$ cat config.mk
export PLATFORM = sky130hd
export DESIGN_NAME = chip8_instruction_execute
export DESIGN_NICKNAME = d
export VERILOG_FILES = /design/src/sv/c8x_pkg.sv /design/src/sv/chip8_instruction_execute.sv /design/src/sv/c8x_ctrl.sv /design/src/sv/c8x_dp.sv
export SDC_FILE = /design/constraint.sdc
export NUM_CORES = 2
export LEC_CHECK = 0
export ABC_AREA = 1
export BUFFER_PORTS_ARGS = -buffer_cell sky130_fd_sc_hd__buf_4
export CAP_MARGIN = 0
export CELL_PAD_IN_SITES_DETAIL_PLACEMENT = 1
export CELL_PAD_IN_SITES_GLOBAL_PLACEMENT = 2
export CORE_AREA = 2 2 460 325
export CTS_CLUSTER_DIAMETER = 40
export DETAILED_ROUTE_END_ITERATION = 10
export DIE_AREA = 0 0 462 327
export GPL_TIMING_DRIVEN = 0
export PLACE_DENSITY_LB_ADDON = 0.2
export REMOVE_ABC_BUFFERS = 1
export SYNTH_ARGS = -nofsm -noshare
export SYNTH_HDL_FRONTEND = slang
export SYNTH_SLANG_ARGS = --single-unit
$ cat constraint.sdc
create_clock -name clk -period 5.5 [get_ports clk]
set_input_delay 0.275 -clock clk [delete_from_list [all_inputs] [get_ports clk]]
set_output_delay 0.275 -clock clk [all_outputs]
set_load 0.005 [all_outputs]
$ cat src/sv/c8x_pkg.sv
// Shared types, codes and constants for the CHIP-8 instruction executor.
`timescale 1ns / 1ps
package c8x_pkg;
	localparam int RegCount   = 16;
	localparam int StackDepth = 16;
	localparam int FontBytes  = 5;
	localparam int SpW        = $clog2(StackDepth + 1);
	localparam int SiW        = $clog2(StackDepth);
	localparam int LpW        = $clog2(RegCount + 1);

	typedef enum logic [1:0] {
		CMD_EXEC  = 2'd0,
		CMD_LOAD  = 2'd1,
		CMD_COLL  = 2'd2,
		CMD_OTHER = 2'd3
	} cmd_t;

	typedef enum logic [3:0] {
		K_DONE  = 4'd0,
		K_WRITE = 4'd1,
		K_READ  = 4'd2,
		K_DRAW  = 4'd3,
		K_CLEAR = 4'd4,
		K_DELAY = 4'd5,
		K_SOUND = 4'd6,
		K_BAD   = 4'd7,
		K_OVF   = 4'd8
	} kind_t;

	typedef enum logic [1:0] {
		CFG_START = 2'd0,
		CFG_FONT  = 2'd1
	} cfg_idx_t;

	typedef enum logic [2:0] {
		ST_IDLE,
		ST_EXEC,
		ST_EMIT,
		ST_WAIT
	} state_t;

	// Datapath commands from the controller
	typedef struct packed {
		logic load;     // capture the request
		logic exec;     // execute the captured request, build first result
		logic next;     // build the next result of a multi-result request
	} ctl_cmd_t;

	// Datapath status to the controller
	typedef struct packed {
		logic more;     // another result follows the current one
	} dp_stat_t;
endpackage

$ cat src/sv/chip8_instruction_execute.sv
// Top level of the CHIP-8 instruction executor.
// Usage:
//   Requests enter on the in_ channel (valid/ready) with cmd, instr, reply_data,
//   key_mask, delay_now and random_byte. cmd 0 executes an instruction, cmd 1
//   returns a byte for a pending register load, cmd 2 returns the draw collision
//   flag. Each request yields one or more results on the out_ channel
//   (valid/ready); last marks the final result of a request.
//   A request is captured when it is taken, executed in ST_EXEC, and its first
//   result is then presented in ST_EMIT. Each further result (BCD, register
//   dump, register load) is built when the previous one is taken.
//   The controller handles one request at a time.
//   A stalled receiver holds the current result stable and the block takes no
//   new request until the last result is taken.
//   Reset clears the registers, index, stack and pointers and loads the program
//   counter with 512; start_address and font_base return to 512 and 0.
//   Configuration writes (cfg_we, cfg_index, cfg_data) take effect at once.
`timescale 1ns / 1ps
module chip8_instruction_execute import c8x_pkg::*; (
	input  logic        clk,
	input  logic        arst_n,
	input  logic        cfg_we,
	input  logic [1:0]  cfg_index,
	input  logic [11:0] cfg_data,
	input  logic        in_valid,
	output logic        in_ready,
	input  logic [1:0]  cmd,
	input  logic [15:0] instr,
	input  logic [7:0]  reply_data,
	input  logic [15:0] key_mask,
	input  logic [7:0]  delay_now,
	input  logic [7:0]  random_byte,
	output logic        out_valid,
	input  logic        out_ready,
	output logic [3:0]  kind,
	output logic [11:0] mem_address,
	output logic [7:0]  value,
	output logic [7:0]  draw_x,
	output logic [7:0]  draw_y,
	output logic [3:0]  draw_rows,
	output logic [11:0] next_pc,
	output logic        last
);
	ctl_cmd_t ctl;
	dp_stat_t st;

	c8x_ctrl u_ctrl (
		.clk, .arst_n, .in_valid, .in_ready, .out_valid, .out_ready,
		.cmd(ctl), .stat(st)
	);

	c8x_dp u_dp (
		.clk, .arst_n, .cmd(ctl), .stat(st),
		.cfg_we, .cfg_idx(cfg_index), .cfg_data,
		.in_cmd(cmd), .in_instr(instr), .in_reply(reply_data), .in_keys(key_mask),
		.in_delay(delay_now), .in_rand(random_byte),
		.kind, .mem_address, .value, .draw_x, .draw_y, .draw_rows, .next_pc, .last
	);

	// Never take a request while a result is pending
	a_excl: assert property (@(posedge clk) disable iff (!arst_n)
		!(in_ready && out_valid)) else $error("ready while result pending");
	// A result with more to follow keeps the block busy
	a_more: assert property (@(posedge clk) disable iff (!arst_n)
		out_valid && out_ready && !last |=> out_valid) else $error("lost result");
	// Last result returns to accepting requests
	a_last: assert property (@(posedge clk) disable iff (!arst_n)
		out_valid && out_ready && last |=> in_ready) else $error("stuck after last");
endmodule

$ cat src/sv/c8x_ctrl.sv
// Controller state machine: sequences capture, execute and result hand-off.
`timescale 1ns / 1ps
module c8x_ctrl import c8x_pkg::*; (
	input  logic     clk,
	input  logic     arst_n,
	input  logic     in_valid,
	output logic     in_ready,
	output logic     out_valid,
	input  logic     out_ready,
	output ctl_cmd_t cmd,
	input  dp_stat_t stat
);
	state_t state_q, state_d;

	// Hold the state
	always_ff @(posedge clk or negedge arst_n) begin
		if (!arst_n) state_q <= ST_IDLE;
		else         state_q <= state_d;
	end

	// Next state and commands
	always_comb begin
		state_d   = state_q;
		in_ready  = 1'b0;
		out_valid = 1'b0;
		cmd       = '0;
		unique case (state_q)
			ST_IDLE: begin
				in_ready = 1'b1;
				if (in_valid) begin
					cmd.load = 1'b1;
					state_d  = ST_EXEC;
				end
			end
			ST_EXEC: begin
				cmd.exec = 1'b1;
				state_d  = ST_EMIT;
			end
			ST_EMIT: begin
				out_valid = 1'b1;
				if (out_ready) begin
					if (stat.more) begin
						cmd.next = 1'b1;
					end else begin
						state_d = ST_IDLE;
					end
				end
			end
			default: state_d = ST_IDLE;
		endcase
	end
endmodule

$ cat src/sv/c8x_dp.sv
// Datapath: register file, index, program counter, call stack and result builder.
`timescale 1ns / 1ps
module c8x_dp import c8x_pkg::*; (
	input  logic        clk,
	input  logic        arst_n,
	input  ctl_cmd_t    cmd,
	output dp_stat_t    stat,
	input  logic        cfg_we,
	input  logic [1:0]  cfg_idx,
	input  logic [11:0] cfg_data,
	input  logic [1:0]  in_cmd,
	input  logic [15:0] in_instr,
	input  logic [7:0]  in_reply,
	input  logic [15:0] in_keys,
	input  logic [7:0]  in_delay,
	input  logic [7:0]  in_rand,
	output logic [3:0]  kind,
	output logic [11:0] mem_address,
	output logic [7:0]  value,
	output logic [7:0]  draw_x,
	output logic [7:0]  draw_y,
	output logic [3:0]  draw_rows,
	output logic [11:0] next_pc,
	output logic        last
);
	logic [7:0]     regs_q [RegCount];
	logic [11:0]    stack_q [StackDepth];
	logic [11:0]    index_q, pc_q, start_q, font_q;
	logic [SpW-1:0] sp_q;
	logic [LpW-1:0] lp_q;
	logic [1:0]     cmd_q;
	logic [15:0]    instr_q, keys_q;
	logic [7:0]     reply_q, delay_q, rand_q;
	// Multi-result sequencing (dump, load, BCD)
	logic [3:0]     cnt_q, cnt_end_q;
	logic [1:0]     mode_q;  // 1 dump, 2 load, 3 bcd
	logic [11:0]    base_q;
	logic [7:0]     bcd_v_q;

	logic [3:0]  x, y, n;
	logic [7:0]  nn, vx, vy;
	logic [11:0] nnn, pc2;
	logic [8:0]  sum;
	logic        pressed;
	logic [3:0]  first_key;
	logic [3:0]  t_dig, o_dig;
	logic [7:0]  tens;

	function automatic logic in_keys_bit(input logic [15:0] k, input logic [3:0] i);
		return k[i];
	endfunction

	assign x   = instr_q[11:8];
	assign y   = instr_q[7:4];
	assign n   = instr_q[3:0];
	assign nn  = instr_q[7:0];
	assign nnn = instr_q[11:0];
	assign vx  = regs_q[x];
	assign vy  = regs_q[y];
	assign pc2 = pc_q + 12'd2;
	assign sum = {1'b0, vx} + {1'b0, vy};
	assign pressed = (vx[7:4] == 4'd0) && in_keys_bit(keys_q, vx[3:0]);

	// Find the lowest pressed key
	always_comb begin
		first_key = 4'd0;
		for (int i = 15; i >= 0; i--) begin
			if (keys_q[i]) first_key = 4'(i);
		end
	end

	// Tens and ones digits: subtract hundreds, then multiply by 205 and shift
	always_comb begin
		tens = bcd_v_q;
		if (tens >= 8'd200) tens = tens - 8'd200;
		else if (tens >= 8'd100) tens = tens - 8'd100;
		t_dig = 4'(({8'd0, tens} * 16'd205) >> 11);
		o_dig = 4'(tens - ({4'd0, t_dig} * 8'd10));
	end

	assign stat.more = (mode_q != 2'd0) && (cnt_q != cnt_end_q);

	// Update state and results
	always_ff @(posedge clk or negedge arst_n) begin
		if (!arst_n) begin
			for (int i = 0; i < RegCount; i++) regs_q[i] <= 8'd0;
			for (int i = 0; i < StackDepth; i++) stack_q[i] <= 12'd0;
			index_q <= 12'd0;
			start_q <= 12'd512;
			font_q  <= 12'd0;
			pc_q    <= 12'd512;
			sp_q    <= '0;
			lp_q    <= '0;
			mode_q  <= 2'd0;
			cnt_q   <= 4'd0;
			cnt_end_q <= 4'd0;
			kind <= K_DONE; mem_address <= '0; value <= '0; draw_x <= '0;
			draw_y <= '0; draw_rows <= '0; next_pc <= '0; last <= 1'b0;
		end else begin
			if (cfg_we) begin
				if (cfg_idx == CFG_START) start_q <= cfg_data;
				else if (cfg_idx == CFG_FONT) font_q <= cfg_data;
			end
			if (cmd.load) begin
				cmd_q <= in_cmd; instr_q <= in_instr; reply_q <= in_reply;
				keys_q <= in_keys; delay_q <= in_delay; rand_q <= in_rand;
				bcd_v_q <= 8'd0;
			end
			if (cmd.exec) begin
				logic [11:0] npc;
				kind <= K_DONE; mem_address <= '0; value <= '0; draw_x <= '0;
				draw_y <= '0; draw_rows <= '0; last <= 1'b1;
				mode_q <= 2'd0;
				npc = pc_q;
				if (cmd_q == CMD_LOAD) begin
					if (lp_q < LpW'(RegCount)) begin
						regs_q[lp_q[3:0]] <= reply_q;
						lp_q <= lp_q + 1'b1;
					end
				end else if (cmd_q == CMD_COLL) begin
					regs_q[15] <= {7'd0, reply_q[0]};
				end else if (cmd_q == CMD_EXEC) begin
					npc = pc2;
					unique case (instr_q[15:12])
						4'h0: begin
							if (nnn == 12'h0E0) kind <= K_CLEAR;
							else if (nnn == 12'h0EE) begin
								logic [SpW-1:0] s;
								s = (sp_q != '0) ? sp_q - 1'b1 : sp_q;
								sp_q <= s;
								npc = (s < SpW'(StackDepth)) ? stack_q[s[SiW-1:0]] : stack_q[0];
							end else kind <= K_BAD;
						end
						4'h1: npc = nnn;
						4'h2: begin
							if (sp_q >= SpW'(StackDepth)) kind <= K_OVF;
							else begin
								stack_q[sp_q[SiW-1:0]] <= pc2;
								sp_q <= sp_q + 1'b1;
								npc = nnn;
							end
						end
						4'h3: if (vx == nn) npc = pc2 + 12'd2;
						4'h4: if (vx != nn) npc = pc2 + 12'd2;
						4'h5: if (vx == vy) npc = pc2 + 12'd2;
						4'h6: regs_q[x] <= nn;
						4'h7: regs_q[x] <= vx + nn;
						4'h8: begin
							unique case (n)
								4'h0: regs_q[x] <= vy;
								4'h1: regs_q[x] <= vx | vy;
								4'h2: regs_q[x] <= vx & vy;
								4'h3: regs_q[x] <= vx ^ vy;
								4'h4: begin regs_q[x] <= sum[7:0]; regs_q[15] <= {7'd0, sum[8]}; end
								4'h5: begin regs_q[x] <= vx - vy; regs_q[15] <= {7'd0, vx >= vy}; end
								4'h6: begin regs_q[x] <= vy >> 1; regs_q[15] <= {7'd0, vy[0]}; end
								4'h7: begin regs_q[x] <= vy - vx; regs_q[15] <= {7'd0, vy >= vx}; end
								4'hE: begin regs_q[x] <= vy << 1; regs_q[15] <= {7'd0, vy[7]}; end
								default: kind <= K_BAD;
							endcase
						end
						4'h9: if (vx != vy) npc = pc2 + 12'd2;
						4'hA: index_q <= nnn;
						4'hB: npc = nnn + {4'd0, regs_q[0]};
						4'hC: regs_q[x] <= rand_q & nn;
						4'hD: begin
							kind <= K_DRAW; mem_address <= index_q;
							draw_x <= vx; draw_y <= vy; draw_rows <= n;
						end
						4'hE: begin
							if (nn == 8'h9E) begin if (pressed) npc = pc2 + 12'd2; end
							else if (nn == 8'hA1) begin if (!pressed) npc = pc2 + 12'd2; end
							else kind <= K_BAD;
						end
						default: begin
							unique case (nn)
								8'h07: regs_q[x] <= delay_q;
								8'h0A: if (keys_q == 16'd0) npc = pc_q;
									else regs_q[x] <= {4'd0, first_key};
								8'h15: begin kind <= K_DELAY; value <= vx; end
								8'h18: begin kind <= K_SOUND; value <= vx; end
								8'h1E: index_q <= index_q + {4'd0, vx};
								8'h29: index_q <= font_q + 12'(FontBytes * vx[3:0]);
								8'h33: begin
									// Hundreds digit first, the rest after
									kind <= K_WRITE; mem_address <= index_q;
									value <= {6'd0, vx >= 8'd200, vx >= 8'd100 && vx < 8'd200};
									bcd_v_q <= vx; base_q <= index_q;
									mode_q <= 2'd3; cnt_q <= 4'd0; cnt_end_q <= 4'd2;
									last <= 1'b0;
								end
								8'h55, 8'h65: begin
									kind <= (nn == 8'h55) ? K_WRITE : K_READ;
									mem_address <= index_q;
									value <= (nn == 8'h55) ? regs_q[0] : 8'd0;
									base_q <= index_q;
									mode_q <= (nn == 8'h55) ? 2'd1 : 2'd2;
									cnt_q <= 4'd0; cnt_end_q <= x;
									last <= (x == 4'd0);
									index_q <= index_q + {8'd0, x} + 12'd1;
									if (nn == 8'h65) lp_q <= '0;
								end
								default: kind <= K_BAD;
							endcase
						end
					endcase
				end
				pc_q    <= npc;
				next_pc <= npc;
			end
			// Advance to the next result of a dump, load or BCD request
			if (cmd.next) begin
				logic [3:0] c;
				c = cnt_q + 4'd1;
				cnt_q <= c;
				mem_address <= base_q + {8'd0, c};
				last <= (c == cnt_end_q);
				unique case (mode_q)
					2'd1: value <= regs_q[c];
					2'd3: value <= {4'd0, (c == 4'd1) ? t_dig : o_dig};
					default: value <= 8'd0;
				endcase
			end
		end
	end
endmodule
==> results.sh <==
export IMPL_synth_edf_count=78
export IMPL_synth_area_leaders="dfrtp_1 23%, nand2_1 16%, o21ai_0 11%"
export IMPL_grt_overflow_total=0
export IMPL_critical_path_class="flip-flop to flip-flop"
export IMPL_busiest_layer="met1"
export IMPL_cts_root_buffer="clkbuf_16"
export IMPL_synthCells=7463
export IMPL_fill_cells=18717
export IMPL_clock_latency_ps=760
export IMPL_first_pass_iters=6
export IMPL_slew_headroom_pct=0.426
export IMPL_worstPathCellList="buf_12 -> buf_4 -> nor2_4 -> inv_1 -> nor2_1 -> nand3_2 -> buf_12 -> clkinvlp_4 -> o31ai_1 -> o21ai_1 -> nand3_2 -> inv_6 -> nand2_1 -> inv_1 -> nor2_1 -> a21oi_1"
export IMPL_max_cap_violations=2
export IMPL_failed_checks="capacitance limit, setup timing"
export IMPL_fin_crit_sh_pct=103
export IMPL_grt_use_total_pct=37.9
export IMPL_fin_nets=7667
export IMPL_syn_to_final_growth_pct=19.7
export IMPL_rows=118
export IMPL_crit_arrival_ps=6340
export IMPL_finalSetupViolCount=19
export IMPL_syn_area_per_cell_um2=6.26
export IMPL_multi_input_area_um2=30400
export IMPL_start_util_pct=31.8
export IMPL_max_freq_mhz=176
export IMPL_seqCellArea_um2=13000
export IMPL_yosysMostFrequentCell="nand2_1"
export IMPL_yosysTopAreaCell="dfrtp_1"
export IMPL_gp_congestion=0.970
export IMPL_ir_worst_vdd_mv=0.449
export IMPL_crit_end="u_dp.regs_q[124]$_DFFE_PN0P_"
export IMPL_hold_class="input pin to flip-flop"
export IMPL_finClkSkew_ps=61.6
export IMPL_hold_viol=0
export IMPL_cts_sinks=502
export IMPL_pre_cts_slack_ps=-2860
export IMPL_cp_max_fo=34
export IMPL_timing_final_max_slew_violations=0
export IMPL_dieWidth_um=462
export IMPL_yosysTopAreaCellShare_pct=22.7
export IMPL_end_kind="flip-flop"
export IMPL_wl_per_cell_um=31.2
export IMPL_min_path_cells=3
export IMPL_yosys_most_used_dff="dfrtp_1"
export IMPL_layout_drive_gt1_share_pct=10.7
export IMPL_worstMarginPinSlew_ps=1490
export IMPL_worstPathRequired_ps=6170
export IMPL_drc=0
export IMPL_regToRegStartpoint="u_dp.instr_q[6]$_DFFE_PP_"
export IMPL_status="finished with violations"
export IMPL_portBuffers=135
export IMPL_wl_um=296000
export IMPL_clk_pin_slew_ps=50
export IMPL_cts_htree_levels=3
export IMPL_grt_antenna_before_repair=9
export IMPL_async_reset_ff_share_pct=84.5
export IMPL_cts_tree="yes"
export IMPL_synth_warnings=0
export IMPL_rrSetupSlack_ps=-170
export IMPL_core_area_um2=147000
export IMPL_p_leak_nw=24.3
export IMPL_die_h_um=327
export IMPL_p_per_area_nw_per_um2=454
export IMPL_seq_area_frac_synth_pct=27.7
export IMPL_grtUsageMet2_pct=49.9
export IMPL_dp_hpwl_um=207000
export IMPL_cpPeakStageDelay_ps=650
export IMPL_drtIter0Drc=7720
export IMPL_synth_cell_type_count=71
export IMPL_use_met3_pct=14.7
export IMPL_ioPinCount=136
export IMPL_vias_per_cell=6.19
export IMPL_netlist_area_um2=46700
export IMPL_grt_pass1_vias=55331
export IMPL_hold_ws_ps=56.8
export IMPL_cp_startpoint="u_dp.instr_q[6]$_DFFE_PP_"
export IMPL_cp_slowest_cell="inv_1"
export IMPL_grt_pass1_wl_um=414000
export IMPL_synth_seq_cells=502
export IMPL_vias=58730
export IMPL_die_area_um2=151000
export IMPL_fin_setup_tns_ps=-1910
export IMPL_rsz0062_at_grt="yes"
export IMPL_r2r_end="u_dp.regs_q[124]$_DFFE_PN0P_"
export IMPL_clk_path_buf_depth=3
export IMPL_synthTopCellsByCount="2001 x nand2_1, 1036 x o21ai_0, 636 x nand3_1"
export IMPL_min_period_ps=5670
export IMPL_r2r_cells=16
export IMPL_start_kind="flip-flop"
export IMPL_cts_buffers=94
export IMPL_layout_setup_ws_ps=-168
export IMPL_ant_nets=0
export IMPL_grt_use_met1_pct=53.4
export IMPL_grt_max_degree=107
-- area by class of cell --
cell class / count / share of cell area, %
Antenna cell: 3 / 0.0134
Timing Repair Buffer: 392 / 7.82
Multi-Input combinational cell: 5817 / 54.4
Sequential cell: 502 / 23.2
Clock buffer: 119 / 4.63
Inverter: 625 / 4.33
Clock inverter: 54 / 1.22
Tap cell: 1980 / 4.43
-- worst min-delay path by stage --
stage / start / end / slack, ps
final: in_valid / u_ctrl.state_q[0]$_DFFE_PN0P_ / 60
after global routing: in_valid / u_ctrl.state_q[0]$_DFFE_PN0P_ / 80
after CTS: in_valid / u_ctrl.state_q[0]$_DFFE_PN0P_ / 0.3
after detailed placement: arst_n / u_dp.stack_q[133]$_DFFE_PN0P_ / 380
after global placement: random_byte[5] / u_dp.rand_q[5]$_DFFE_PP_ / 450
after floorplan: arst_n / u_ctrl.state_q[0]$_DFFE_PN0P_ / -20
-- cell usage in the layout, fill, tap and decap left out, types with 115 or more instances in the layout --
master / n
buf_4: 223
nor2_1: 483
dfrtp_1: 419
a21oi_1: 608
ha_1: 115
nand3_1: 625
o22ai_1: 125
nand2_1: 1963
inv_1: 543
o21ai_0: 1009
-- flip-flops by register name, indices dropped and copies added, names as in the netlist, 4 cells and up --
| signal | cells |
|---|---|
| u_dp.keys_q | 16 |
| u_dp.delay_q | 8 |
| u_dp.draw_rows | 4 |
| u_dp.mem_address | 12 |
| u_dp.lp_q | 5 |
| u_dp.index_q | 12 |
| u_dp.value | 8 |
| u_dp.next_pc | 12 |
| u_dp.regs_q | 128 |
| u_dp.draw_x | 8 |
| u_dp.draw_y | 8 |
| u_dp.sp_q | 5 |
| u_dp.stack_q | 192 |
| u_dp.reply_q | 8 |
| u_dp.rand_q | 8 |
| u_dp.font_q | 12 |
| u_dp.kind | 4 |
| u_dp.base_q | 12 |
| u_dp.cnt_end_q | 4 |
| u_dp.cnt_q | 4 |
| u_dp.bcd_v_q | 8 |
| u_dp.instr_q | 16 |
-- critical path, delay by kind of cell (launching register included) --
family	cells	cell delay, ps
AO/OA/AOI/OAI	3	500
AND/OR/NAND/NOR	6	2030
flip-flops	1	420
buffers and inverters	7	2420
-- metrics by stage --
step / power, mW / instances / instance area, um2 / utilization [%]
4_1_cts: 23.8 / 9451 / 55000 / 37.5
6_report: 25.3 / 9492 / 55900 / 38.0
5_1_grt: 26.5 / 9489 / 55900 / 38.0
2_1_floorplan: 11.6 / 6936 / 44400 / -
3_3_place_gp: 16.2 / 9051 / 47900 / 32.6
3_5_place_dp: 16.5 / 9127 / 49800 / 33.9
-- cells by family (layout without fill, tap and decap cells) --
family                   after synthesis  after routing  share of synthesized area (%)
AND/OR/NAND/NOR                     3426           3433                           30.9
adder cells (fa/ha/maj)              158            158                           4.60
XOR/XNOR                              47             48                          0.882
flip-flops                           502            502                           27.7
buffers and inverters               1152           1190                           9.87
AO/OA/AOI/OAI                       2171           2171                           25.8
other                                  0              3                              0
multiplexers                           7              7                          0.166
-- metal layers --
metal	wire [um]	share of wire [%]	vias up
met4	15800	5.3	10
met2	113000	38	3394
met3	39500	13	634
met1	128000	43	29285
met5	61	0.021	-
li1	-	-	25407
-- report_power, final --
group / switching, mW / internal (mW)
Combinational: 9.58 / 4.38
Clock: 2.36 / 3.78
Sequential: 0.905 / 4.35
Total: 12.8 / 12.5
-- timing repair --
item / 4_1_cts / 5_1_grt
hold buffers: 72 / 0
setup buffers: 73 / 32
cloned: 6 / 2
endpoints found under the setup margin: 180 / 118
gates resized for setup: 136 / 102
pin swaps: 32 / 37
hold endpoints to repair: 170 / 0
(Power assumes the default switching activity.)
